[src/rtl/core/tpc_pkg.sv]
`timescale 1ns / 1ps
// ----------------------------------------------------------------------------
// tpc_pkg
// Shared types and constants for the trigger prescale counter.
// ----------------------------------------------------------------------------
package tpc_pkg;

  localparam int NUM_TRIGGERS   = 64;
  localparam int NUM_COLUMNS    = 6;
  localparam int NUM_GROUPS     = 7;
  localparam int COUNT_WIDTH    = 32;
  localparam int PRESCALE_WIDTH = 16;
  localparam int NUM_REGS       = 7;
  localparam int NUM_PS         = NUM_TRIGGERS * NUM_COLUMNS;
  localparam int NUM_GC         = NUM_GROUPS * NUM_COLUMNS;

  localparam int TW  = 6;
  localparam int CW  = 3;
  localparam int GW  = 3;
  localparam int PSA = $clog2(NUM_PS);
  localparam int GCA = $clog2(NUM_GC);

  typedef logic [1:0] op_t;
  localparam op_t OP_EVENT  = 2'd0;
  localparam op_t OP_WRITE  = 2'd1;
  localparam op_t OP_READ   = 2'd2;
  localparam op_t OP_UNUSED = 2'd3;

  typedef logic [1:0] sel_t;
  localparam sel_t SEL_RAW   = 2'd0;
  localparam sel_t SEL_TRCOL = 2'd1;
  localparam sel_t SEL_COL   = 2'd2;
  localparam sel_t SEL_GRP   = 2'd3;

  localparam logic [1:0] ST_EVENT = 2'd0;
  localparam logic [1:0] ST_WRITE = 2'd1;
  localparam logic [1:0] ST_READ  = 2'd2;

  typedef logic [COUNT_WIDTH-1:0]    cnt_t;
  typedef logic [PRESCALE_WIDTH-1:0] ps_t;

  // request to the modulo unit and its answer
  typedef struct packed {
    logic start;
    cnt_t dividend;
    ps_t  divisor;
  } mod_req_t;

  typedef struct packed {
    logic done;
    logic zero;
  } mod_rsp_t;

  function automatic cnt_t sat_inc(input cnt_t c);
    return (c == '1) ? c : c + cnt_t'(1);
  endfunction

endpackage

[src/rtl/core/tpc_mod_unit.sv]
`timescale 1ns / 1ps
// ----------------------------------------------------------------------------
// tpc_mod_unit
// Restoring remainder unit: tests dividend mod divisor == 0, one bit a cycle.
// ----------------------------------------------------------------------------
module tpc_mod_unit (
  input  logic              clk,
  input  logic              rst_n,
  input  tpc_pkg::mod_req_t req,
  output tpc_pkg::mod_rsp_t rsp
);
  import tpc_pkg::*;

  localparam int BW = $clog2(COUNT_WIDTH + 1);

  cnt_t                  quo_r, quo_nxt;
  logic [PRESCALE_WIDTH:0] rem_r, rem_nxt;
  ps_t                   div_r, div_nxt;
  logic [BW-1:0]         cnt_r, cnt_nxt;
  logic                  busy_r, busy_nxt;
  logic                  done_r, done_nxt;
  logic [PRESCALE_WIDTH:0] sh;

  always_comb begin
    quo_nxt  = quo_r;
    rem_nxt  = rem_r;
    div_nxt  = div_r;
    cnt_nxt  = cnt_r;
    busy_nxt = busy_r;
    done_nxt = 1'b0;
    sh       = {rem_r[PRESCALE_WIDTH-1:0], quo_r[COUNT_WIDTH-1]};
    if (req.start) begin
      quo_nxt  = req.dividend;
      div_nxt  = req.divisor;
      rem_nxt  = '0;
      cnt_nxt  = BW'(COUNT_WIDTH);
      busy_nxt = 1'b1;
    end else if (busy_r) begin
      quo_nxt = {quo_r[COUNT_WIDTH-2:0], 1'b0};
      if (sh >= {1'b0, div_r}) rem_nxt = sh - {1'b0, div_r};
      else rem_nxt = sh;
      cnt_nxt = cnt_r - BW'(1);
      if (cnt_r == BW'(1)) begin
        busy_nxt = 1'b0;
        done_nxt = 1'b1;
      end
    end
  end

  always_ff @(posedge clk) begin
    if (!rst_n) begin
      busy_r <= 1'b0;
      done_r <= 1'b0;
      cnt_r  <= '0;
    end else begin
      busy_r <= busy_nxt;
      done_r <= done_nxt;
      cnt_r  <= cnt_nxt;
    end
    quo_r <= quo_nxt;
    rem_r <= rem_nxt;
    div_r <= div_nxt;
  end

  assign rsp.done = done_r;
  assign rsp.zero = (rem_r == '0);

endmodule

[config.mk]
export PLATFORM = sky130hd
export DESIGN_NAME = tpc_mod_unit
export DESIGN_NICKNAME = d
export VERILOG_FILES = /design/src/rtl/core/tpc_pkg.sv /design/src/rtl/core/tpc_mod_unit.sv
export SDC_FILE = /design/constraint.sdc
export NUM_CORES = 1
export LEC_CHECK = 0
export ABC_CLOCK_PERIOD_IN_PS = 2500
export CAP_MARGIN = 5
export CORE_UTILIZATION = 57
export DETAILED_ROUTE_END_ITERATION = 12
export DONT_BUFFER_PORTS = 1
export PLACE_DENSITY_LB_ADDON = 0.05
export SLEW_MARGIN = 20
export SYNTH_ARGS = -nofsm -noshare
export SYNTH_HDL_FRONTEND = slang
export SYNTH_SLANG_ARGS = --single-unit
[constraint.sdc]
create_clock -name clk -period 2.5 [get_ports clk]
set_input_delay 0.5 -clock clk [delete_from_list [all_inputs] [get_ports clk]]
set_output_delay 0.5 -clock clk [all_outputs]
set_load 0.02 [all_outputs]
==> impl_metrics.toml, run 1 <==
[logic_synthesis]
async_reset_ff_share_pct = 0
synth_sequential_area_ratio_pct = 50.2
dominant_combinational_cell_family_by_area_after_synthesis = "compound AO/OA/AOI/OAI gates"
avgSynthCellArea_um2 = 11.3
syn-num-nets = 414
yosys_most_used_dff = "sky130_fd_sc_hd__edfxtp_1"
synth_adder_area_share_pct = 6.33
simple_logic_cell_fraction_of_the_synthesized_area_pct = 10.4
netlist_instances = 344
post_synth_instance_area_um2 = 3870
synth_compound_area_share_pct = 14.4
synth_xor_area_share_pct = 2.94
ys.warnings.count = 0
synth-seq-cells = 73
synth.distinct_cells = 50
synth-edff-count = 48
yosys-mux-area-fraction_pct = 11.9

[critical_path]
data_arrival_critical_path_ns = 2.70
critical_path.max_fanout = 2
critPathLaunchType = "register"
criticalPathCategory = "register to register"
critPathCaptureType = "register"
cp.required_ns = 2.76

[sta]
timing.final.crit_period_ns = 2.44
slew_headroom_pct = 73.3
final_critical_path_setup_slack_ns = 0.0563
hold_viol_final = 0
setup_viol = 0
fin_worst_hold_slack_ns = 0.222
final_min_period_over_clock_period_pct = 97.7
worstMarginPinSlew_ns = 0.400
skew_ns = 0.0110
unrepaired_setup_endpoints_after_global_routing = "true"
fmax_mhz = 409
slew_viol_final = 0

[floorplan]
die_height_um = 84.4
initial_core_utilization_pct = 59.9
die_area_um2 = 7130
io_pins = 53
core-area_um2 = 6460
fp-row-count = 29
fp.dieW_um = 84.4

[power_and_ir_drop]
power-per-cell-area_nw_per_um2 = 712
ir_drop_mv = 0.483
finalPower_uw = 3110
static_leak_uw = 0.00168

[final_layout]
post_layout_util_pct = 67.6
area.growth.synth_to_final_pct = 12.8
antenna_cells = 0
most-common-layout-cells = "48 x sky130_fd_sc_hd__edfxtp_1, 35 x sky130_fd_sc_hd__nor2_1, 32 x sky130_fd_sc_hd__mux2_2, 25 x sky130_fd_sc_hd__dfxtp_1, 24 x sky130_fd_sc_hd__inv_1"
final_design_area_no_fill_um2 = 4370
finish.net_count = 436
drive_gt1_share_pct = 24.5
mostFrequentLayoutCell = "sky130_fd_sc_hd__edfxtp_1"

[placement]
port-buffer-count = 0
cell_area_placed_um2 = 4090
post-place-ws_ns = -0.0403
routabilityCongestion = 0.883
post-dp-hpwl_um = 5070

[global_route]
globalRouteOverflowTotal = 0
grt_max_degree = 69
number_of_antenna_violations_at_the_first_check_in_global_routing = 0
grt_use_total_pct = 22.0
global_route_wire_length_before_repair_um = 12100
first_global_vias = 2642

[clock_network]
insertion_delay_ns = 0.34
clock_tree.root_cell = "sky130_fd_sc_hd__clkbuf_8"
cts_made_buffers = 9
clock_sink_count = 73
clock_slew_seen_by_the_registers_of_the_worst_setup_and_hold_paths_ns = 0.08
cts_htree_levels = 3
number_of_hold_repair_buffers_added_at_the_cts_stage = 0
tritoncts = "done"
maximum_number_of_buffers_from_clock_root_to_sink = 2

[run_status]
run_status = "completed"

[flow_run]
maxCapViolCount = 0

[hold_path]
hold_path.class = "input port to register"

[detailed_routing]
detail_route.drc_violations = 0
routed_wire_length_per_instance_um = 16.2
avgViaCountPerCell = 5.81
via_count = 2602
postRouteWirelength_um = 7280
initial_drt_pass_iterations = 4
drt.antenna.violating_nets = 0
drt-initial-drc-count = 121
routing by layer:
| layer | track usage [%] | vias up | wire, µm |
|---|---|---|---|
| met5 | 0 | - | 0 |
| met4 | 7.24 | 0 | 94 |
| met3 | 8.75 | 10 | 520 |
| met2 | 35.2 | 70 | 3340 |
| met1 | 27.6 | 1216 | 3320 |
| li1 | - | 1306 | - |
critical path, stage by stage (launching register included):
cell                       delay [ns]
sky130_fd_sc_hd__edfxtp_1        0.38
sky130_fd_sc_hd__inv_2           0.09
sky130_fd_sc_hd__ha_4            0.13
sky130_fd_sc_hd__inv_1           0.05
sky130_fd_sc_hd__fa_2            0.34
sky130_fd_sc_hd__a211o_1         0.29
sky130_fd_sc_hd__a21oi_2         0.16
sky130_fd_sc_hd__o211ai_1        0.13
sky130_fd_sc_hd__a21oi_2         0.16
sky130_fd_sc_hd__a21oi_1         0.08
sky130_fd_sc_hd__or3_1           0.32
sky130_fd_sc_hd__a311oi_2        0.23
cells in the mapped netlist (8+ instances only):
cell type                  count  area (µm²)
sky130_fd_sc_hd__dfxtp_1      25         500
sky130_fd_sc_hd__mux2i_1      10         100
sky130_fd_sc_hd__nand2_1      16        60.1
sky130_fd_sc_hd__mux2_2       32         360
sky130_fd_sc_hd__inv_1        25        93.8
sky130_fd_sc_hd__a21oi_1      19        95.1
sky130_fd_sc_hd__xnor2_1       9        78.8
sky130_fd_sc_hd__nor2_1       35         131
sky130_fd_sc_hd__a211oi_1     13        97.6
sky130_fd_sc_hd__clkbuf_1     10        37.5
sky130_fd_sc_hd__o21ai_0       8        40.0
sky130_fd_sc_hd__ha_1         18         225
sky130_fd_sc_hd__edfxtp_1     48        1440
where the power goes:
group          switching, µW  total [µW]  internal [µW]
Clock                    456         983            527
Sequential              52.9        1460           1410
Combinational            337         664            327
Total                    846        3110           2260
repair_timing:
action / CTS / global route
pin swaps: 4 / 10
setup endpoints to repair: 2 / 7
setup buffers: 0 / 2
endpoints found under the hold margin: 0 / 0
gates resized for setup: 3 / 9
registers in the layout (all words and copies together) (netlist names):
| signal | cells |
|---|---|
| busy_r | 1 |
| cnt_r | 6 |
| div_r | 16 |
| quo_r | 32 |
| done_r | 1 |
| rem_r | 17 |
through the flow:
step	std cells	setup TNS, ns
floorplan	344	0
global placement	430	0
detailed placement	430	-0.0403
CTS	446	-0.0180
global route	448	-0.0835
finish	448	0
layout make-up:
class,count,area (µm²)
Clock inverter,5,61.3
Inverter,25,93.8
Timing Repair Buffer,23,185
Fill cell,504,2090
Multi-Input combinational cell,234,1830
Tap cell,77,96.3
Clock buffer,11,153
Sequential cell,73,1940
final timing paths:
check | end | depth (start not counted) | slack [ns] | startpoint
worst max-delay path | rem_r[16]$_SDFFE_PP0P_ | 11 | 0.06 | quo_r[31]$_DFFE_PP_
worst min-delay path | rem_r[4]$_SDFFE_PP0P_ | 1 | 0.22 | req[48]
worst max register to register | rem_r[16]$_SDFFE_PP0P_ | 11 | 0.06 | quo_r[31]$_DFFE_PP_
worst min register to register | cnt_r[0]$_SDFFE_PP0P_ | 2 | 0.50 | cnt_r[0]$_SDFFE_PP0P_
cell families (layout without fill, tap and decap cells):
kind of cell / Yosys count / after routing
XOR/XNOR: 13 / 13
flip-flops: 73 / 73
buffers and inverters: 37 / 64
multiplexers: 42 / 42
AND/OR/NAND/NOR: 84 / 84
AO/OA/AOI/OAI: 76 / 76
adder cells (fa/ha/maj): 19 / 19
Power figures use the tool's default switching activity.
==> run 2, diff against run 1 <==
--- a/config.mk
+++ b/config.mk
@@ -11,6 +11,7 @@
 export DETAILED_ROUTE_END_ITERATION = 12
 export DONT_BUFFER_PORTS = 1
 export PLACE_DENSITY_LB_ADDON = 0.05
+export SETUP_SLACK_MARGIN = 0.3
 export SLEW_MARGIN = 20
 export SYNTH_ARGS = -nofsm -noshare
 export SYNTH_HDL_FRONTEND = slang
==> impl_metrics.toml, run 2 (same netlist as run 1, synthesis figures left out) <==
[clock_network]
clock_slew_seen_by_the_registers_of_the_worst_setup_and_hold_paths_ns = 0.08
cts_made_buffers = 9
tritoncts = "done"
clock_sink_count = 73
clock_tree.root_cell = "sky130_fd_sc_hd__clkbuf_8"
cts_htree_levels = 3
number_of_hold_repair_buffers_added_at_the_cts_stage = 0
maximum_number_of_buffers_from_clock_root_to_sink = 2
insertion_delay_ns = 0.36

[detailed_routing]
via_count = 2712
routed_wire_length_per_instance_um = 17.6
avgViaCountPerCell = 6.01
postRouteWirelength_um = 7960
initial_drt_pass_iterations = 8
drt-initial-drc-count = 141
detail_route.drc_violations = 3
drt.antenna.violating_nets = 0

[run_status]
run_status = "complete, but fails checks"
violations_in_the_final_reports = "DRC"

[global_route]
grtUsageMet2_pct = 37.8
first_global_vias = 2697
global_route_wire_length_before_repair_um = 12500
groute.layer.met3.usage_pct = 7.28
grt_use_total_pct = 22.8
globalRouteOverflowTotal = 0
globalRoute.busiestLayer = "met2"
number_of_antenna_violations_at_the_first_check_in_global_routing = 0
grt_max_degree = 69
groute.layer.met1.usage_pct = 26.8

[floorplan]
core-area_um2 = 6460
fp-row-count = 29
initial_core_utilization_pct = 59.9
fp.dieW_um = 84.4
io_pins = 53
die_height_um = 84.4
die_area_um2 = 7130

[placement]
post-place-ws_ns = -0.0118
placed_cells_incl_taps = 420
port-buffer-count = 0
post-dp-hpwl_um = 4980
routabilityCongestion = 0.846

[critical_path]
cp.required_ns = 2.77
timing.critical_path.max_delay_family = "compound AO/OA/AOI/OAI gates"
critPathMaxStageDelay_ns = 0.38
worst_r2r_endpoint = "rem_r[16]$_SDFFE_PP0P_"
critPathMostFrequentCell = "sky130_fd_sc_hd__a21oi_2"
critPathCaptureType = "register"
critical_path.n_buffers_inverters = 2
data_arrival_critical_path_ns = 2.75
crit_path_top_delay_cell = "sky130_fd_sc_hd__edfxtp_1"
criticalPathCategory = "register to register"
setup.reg_to_reg.worst_slack_ns = 0.01
critical_path.max_fanout = 2
path_cells = "inv_2 -> ha_4 -> inv_2 -> fa_2 -> a211o_1 -> a21oi_2 -> o211ai_1 -> a21oi_2 -> a21oi_2 -> or3_4 -> a311oi_2"
critPathLaunchType = "register"
worstRegToRegCells = 11
rr_startpoint = "quo_r[31]$_DFFE_PP_"

[final_layout]
most-common-layout-cells = "48 x sky130_fd_sc_hd__edfxtp_1, 34 x sky130_fd_sc_hd__nor2_1, 32 x sky130_fd_sc_hd__mux2_2, 19 x sky130_fd_sc_hd__dfxtp_1, 18 x sky130_fd_sc_hd__inv_1"
drive_gt1_share_pct = 37.2
layoutNonFillerInstCount = 451
antenna_cells = 0
biggestRegsByFlops = "quo_r (32), rem_r (17), div_r (16)"
area.growth.synth_to_final_pct = 22.5
largest_reg_flops = 32
finish.net_count = 439
max_flop_register = "quo_r"
mostFrequentLayoutCell = "sky130_fd_sc_hd__edfxtp_1"

[sta]
final_min_period_over_clock_period_pct = 99.4
slew_headroom_pct = 73.8
timing.final.crit_period_ns = 2.49
fmax_mhz = 402
hold_viol_final = 0
unrepaired_setup_endpoints_after_global_routing = "true"
skew_ns = 0.0107
setup_viol = 0
final_critical_path_setup_slack_ns = 0.0144
worstMarginPinSlew_ns = 0.394
slew_viol_final = 0

[hold_path]
timing.hold.worst.start = "req[48]"
hold_path.class = "input port to register"
worstHoldPathCells = 1
min_delay_worst_endpoint = "rem_r[0]$_SDFFE_PP0P_"

[power_and_ir_drop]
finalPower_uw = 3260
power-per-cell-area_nw_per_um2 = 688
ir_drop_mv = 0.479
static_leak_uw = 0.00171

[flow_run]
maxCapViolCount = 0
[run 2: worst max-delay path by stage]
stage,startpoint,endpoint,slack [ns],cells after the start
finish,quo_r[31]$_DFFE_PP_,rem_r[16]$_SDFFE_PP0P_,0.01,11
global placement,quo_r[31]$_DFFE_PP_,rem_r[16]$_SDFFE_PP0P_,0.06,11
global route,quo_r[31]$_DFFE_PP_,rem_r[8]$_SDFFE_PP0P_,-0.08,13
CTS,quo_r[31]$_DFFE_PP_,rem_r[16]$_SDFFE_PP0P_,0.02,11
detailed placement,quo_r[31]$_DFFE_PP_,rem_r[16]$_SDFFE_PP0P_,-0.01,11
floorplan,quo_r[31]$_DFFE_PP_,rem_r[16]$_SDFFE_PP0P_,0.09,11
[run 2: metal layers]
layer | share of wire (%) | up-vias
li1 | - | 1310
met1 | 40 | 1306
met2 | 51 | 82
met3 | 6.9 | 14
met4 | 1.7 | 0
met5 | 0 | -
[run 2: metrics by stage]
stage | instance area, µm² | TNS (ns) | hold slack (ns) | utilization (%)
floorplan | 4000 | 0 | 0.463 | -
global placement | 4120 | 0 | 0.475 | 63.8
detailed placement | 4120 | -0.0118 | 0.483 | 63.8
CTS | 4540 | 0 | 0.185 | 70.3
global route | 4740 | -0.136 | 0.178 | 73.4
finish | 4740 | 0 | 0.203 | 73.4
[run 2: cell type report]
type                       count  area, µm²
multi-input combinational    234       2170
timing repair buffer          26        229
inverter                      25       93.8
fill                         439       1720
sequential                    73       1950
clock buffer                  10        128
clock inverter                 6       72.6
tap                           77       96.3
[run 2: power breakdown]
part | leakage [µW] | total (µW) | internal, µW | switching (µW)
registers | 0.000687 | 1480 | 1410 | 66.9
logic | 0.000926 | 842 | 431 | 411
clock network | 0.0000979 | 943 | 473 | 470
[run 2: worst register-to-register path, stage by stage (launching register included)]
cell                       delay, ns
sky130_fd_sc_hd__edfxtp_1       0.38
sky130_fd_sc_hd__inv_2          0.09
sky130_fd_sc_hd__ha_4           0.14
sky130_fd_sc_hd__inv_2          0.03
sky130_fd_sc_hd__fa_2           0.33
sky130_fd_sc_hd__a211o_1        0.30
sky130_fd_sc_hd__a21oi_2        0.17
sky130_fd_sc_hd__o211ai_1       0.12
sky130_fd_sc_hd__a21oi_2        0.19
sky130_fd_sc_hd__a21oi_2        0.09
sky130_fd_sc_hd__or3_4          0.33
sky130_fd_sc_hd__a311oi_2       0.24
[run 2: timing repair]
action	in CTS	in global routing
gates resized for setup	24	43
setup buffers	12	3
endpoints found under the setup margin	15	18
cloned	0	0
pin swaps	16	19
==> run 3, diff against run 2 <==
--- a/config.mk
+++ b/config.mk
@@ -5,9 +5,10 @@
 export SDC_FILE = /design/constraint.sdc
 export NUM_CORES = 1
 export LEC_CHECK = 0
+export ABC_AREA = 1
 export ABC_CLOCK_PERIOD_IN_PS = 2500
 export CAP_MARGIN = 5
-export CORE_UTILIZATION = 57
+export CORE_UTILIZATION = 58
 export DETAILED_ROUTE_END_ITERATION = 12
 export DONT_BUFFER_PORTS = 1
 export PLACE_DENSITY_LB_ADDON = 0.05
==> impl_metrics.toml, run 3 <==
[run_status]
run_status = "completed"

[detailed_routing]
drt-initial-drc-count = 141
routed_wire_length_per_instance_um = 13.2
initial_drt_pass_iterations = 5
via_count = 3392
avgViaCountPerCell = 5.09
detail_route.drc_violations = 0
postRouteWirelength_um = 8820
drt.antenna.violating_nets = 0

[final_layout]
multiInputGateArea_um2 = 2040
layoutNonFillerInstCount = 666
largest_reg_flops = 32
mostFrequentLayoutCell = "sky130_fd_sc_hd__nand2_1"
max_flop_register = "quo_r"
seqCellArea_um2 = 1940
most-common-layout-cells = "226 x sky130_fd_sc_hd__nand2_1, 77 x sky130_fd_sc_hd__inv_1, 48 x sky130_fd_sc_hd__edfxtp_1, 34 x sky130_fd_sc_hd__nand3_1, 25 x sky130_fd_sc_hd__dfxtp_1"
finish.net_count = 632
drive_gt1_share_pct = 11.8
area.growth.synth_to_final_pct = 8.81
biggestRegsByFlops = "quo_r (32), rem_r (17), div_r (16)"
antenna_cells = 0
fillCellCount = 660

[critical_path]
crit_path_top_delay_cell = "sky130_fd_sc_hd__nor4_1"
critPathCaptureType = "primary output"
setup.reg_to_reg.worst_slack_ns = 0.51
critPathMaxStageDelay_ns = 0.38
data_arrival_critical_path_ns = 1.60
worstRegToRegCells = 13
path_cells = "nor4_1 -> nand4_1 -> nor2_4"
rr_startpoint = "quo_r[31]$_DFFE_PP_"
criticalPathCategory = "register to primary output"
cp.required_ns = 2.00
critPathLaunchType = "register"
worst_r2r_endpoint = "rem_r[16]$_SDFFE_PP0P_"
critical_path.max_fanout = 4

[logic_synthesis]
synth-seq-cells = 73
post-synth-top-count-cell = "sky130_fd_sc_hd__nand2_1"
synth-edff-count = 48
post_synth_instance_area_um2 = 4340
async_reset_ff_share_pct = 0
syn-num-nets = 626
netlist_instances = 556
avgSynthCellArea_um2 = 7.81
synth_top_cells_by_count = "226 x sky130_fd_sc_hd__nand2_1, 77 x sky130_fd_sc_hd__inv_1, 48 x sky130_fd_sc_hd__edfxtp_1"
synth_sequential_area_ratio_pct = 44.7
synth.distinct_cells = 39
yosys_most_used_dff = "sky130_fd_sc_hd__edfxtp_1"
synthTopCellsByArea = "sky130_fd_sc_hd__edfxtp_1 33%, sky130_fd_sc_hd__nand2_1 20%, sky130_fd_sc_hd__dfxtp_1 12%"
yosys.area.top_type_share_pct = 33.2
ys.warnings.count = 0
synth_top_cell_by_area = "sky130_fd_sc_hd__edfxtp_1"

[floorplan]
fp-row-count = 31
initial_core_utilization_pct = 59.9
core-area_um2 = 7250
io_pins = 53
die_height_um = 88.5
die_area_um2 = 7840
fp.dieW_um = 88.5

[power_and_ir_drop]
power-per-cell-area_nw_per_um2 = 575
static_leak_uw = 0.00234
ir_drop_mv = 0.442

[clock_network]
cts_made_buffers = 9
maximum_number_of_buffers_from_clock_root_to_sink = 2
number_of_hold_repair_buffers_added_at_the_cts_stage = 0
clock_slew_seen_by_the_registers_of_the_worst_setup_and_hold_paths_ns = 0.08
insertion_delay_ns = 0.34
clock_tree.root_cell = "sky130_fd_sc_hd__clkbuf_8"
tritoncts = "done"
clock_sink_count = 73
cts_htree_levels = 3

[global_route]
grt_max_degree = 52
globalRouteOverflowTotal = 0
number_of_antenna_violations_at_the_first_check_in_global_routing = 0
global_route_wire_length_before_repair_um = 14700
first_global_vias = 3335
grt_use_total_pct = 25.0

[hold_path]
hold_path.class = "input port to register"
min_delay_worst_endpoint = "div_r[0]$_DFFE_PP_"
timing.hold.worst.start = "req[0]"
worstHoldPathCells = 0

[sta]
setup_viol = 0
fmax_mhz = 476
slew_viol_final = 0
unrepaired_setup_endpoints_after_global_routing = "false"
timing.final.crit_period_ns = 2.10
final_min_period_over_clock_period_pct = 84.1
skew_ns = 0.00709
fin_setup_tns_ns = 0
slew_headroom_pct = 76.8
hold_viol_final = 0
worstMarginPinSlew_ns = 0.344

[placement]
routabilityCongestion = 0.921
placed_cells_incl_taps = 646
port-buffer-count = 0
post-dp-hpwl_um = 6490

[flow_run]
maxCapViolCount = 0
[run 3: changes by cell type after synthesis, sizes merged, moves of 7 or more]
cell    delta
mux2i     -10
inv       +54
nand3     +39
o21a       -9
nand2    +226
nor2      -10
mux2      -32
nand3b     +7
a211oi    -12
[run 3: kinds of logic (layout without fill, tap and decap cells)]
family / count (synthesis) / after routing / share of synthesized area [%]
XOR/XNOR: 7 / 7 / 1.41
adder cells (fa/ha/maj): 19 / 19 / 5.65
AND/OR/NAND/NOR: 340 / 340 / 36.3
buffers and inverters: 94 / 105 / 8.96
AO/OA/AOI/OAI: 23 / 23 / 2.94
flip-flops: 73 / 73 / 44.7
[run 3: critical path, delay by kind of cell, from the launching register on]
kind          cells  cell delay (ns)
simple gates      3             0.89
flops             1             0.37
[run 3: how the worst max path moves through the flow]
stage	start	to	slack, ns	cells after the start
finish	rem_r[0]$_SDFFE_PP0P_	rsp[0]	0.40	3
global route	quo_r[31]$_DFFE_PP_	rem_r[16]$_SDFFE_PP0P_	0.28	13
CTS	rem_r[12]$_SDFFE_PP0P_	rsp[0]	0.33	3
detailed placement	quo_r[31]$_DFFE_PP_	rem_r[16]$_SDFFE_PP0P_	0.38	13
global placement	quo_r[31]$_DFFE_PP_	rem_r[16]$_SDFFE_PP0P_	0.45	13
floorplan	req[48]	quo_r[0]$_SDFFCE_PN0P_	0.58	3
[run 3: report_power, final]
group	internal [µW]	switching [µW]	leakage [µW]
clock	562	447	0.000111
combinational	103	189	0.00154
sequential	1390	31.0	0.000688
total	2050	668	0.00234
[run 3: layer usage]
metal | share of wire, % | global-route usage [%]
met1 | 44 | 29.5
met2 | 50 | 43.5
met3 | 4.4 | 5.88
met4 | 2.4 | 10.9
met5 | 0 | 0
[run 3: metrics by stage]
| stage | power (µW) | utilization, % | hold slack (ns) | setup slack, ns | instance area, µm² |
|---|---|---|---|---|---|
| 2_1_floorplan | 1660 | - | 0.456 | 0.578 | 4340 |
| 3_3_place_gp | 1720 | 61.1 | 0.471 | 0.447 | 4430 |
| 3_5_place_dp | 1730 | 61.1 | 0.482 | 0.378 | 4430 |
| 4_1_cts | 2740 | 64.1 | 0.226 | 0.328 | 4650 |
| 5_1_grt | 2850 | 65.2 | 0.226 | 0.282 | 4730 |
| 6_report | 2720 | 65.2 | 0.246 | 0.398 | 4730 |
[run 3: cell type report]
cell class / count / share of cell area (%)
Timing Repair Buffer: 9 / 2.22
Inverter: 80 / 6.35
Sequential cell: 73 / 41.1
Clock inverter: 7 / 2.01
Multi-Input combinational cell: 389 / 43.1
Tap cell: 99 / 2.62
Clock buffer: 9 / 2.62
[run 3: what timing repair did]
item / in CTS / in global routing
gates resized for setup: 1 / 5
pin swaps: 0 / 1
setup endpoints to repair: 1 / 7
hold endpoints to repair: 0 / 0
setup buffers: 0 / 4
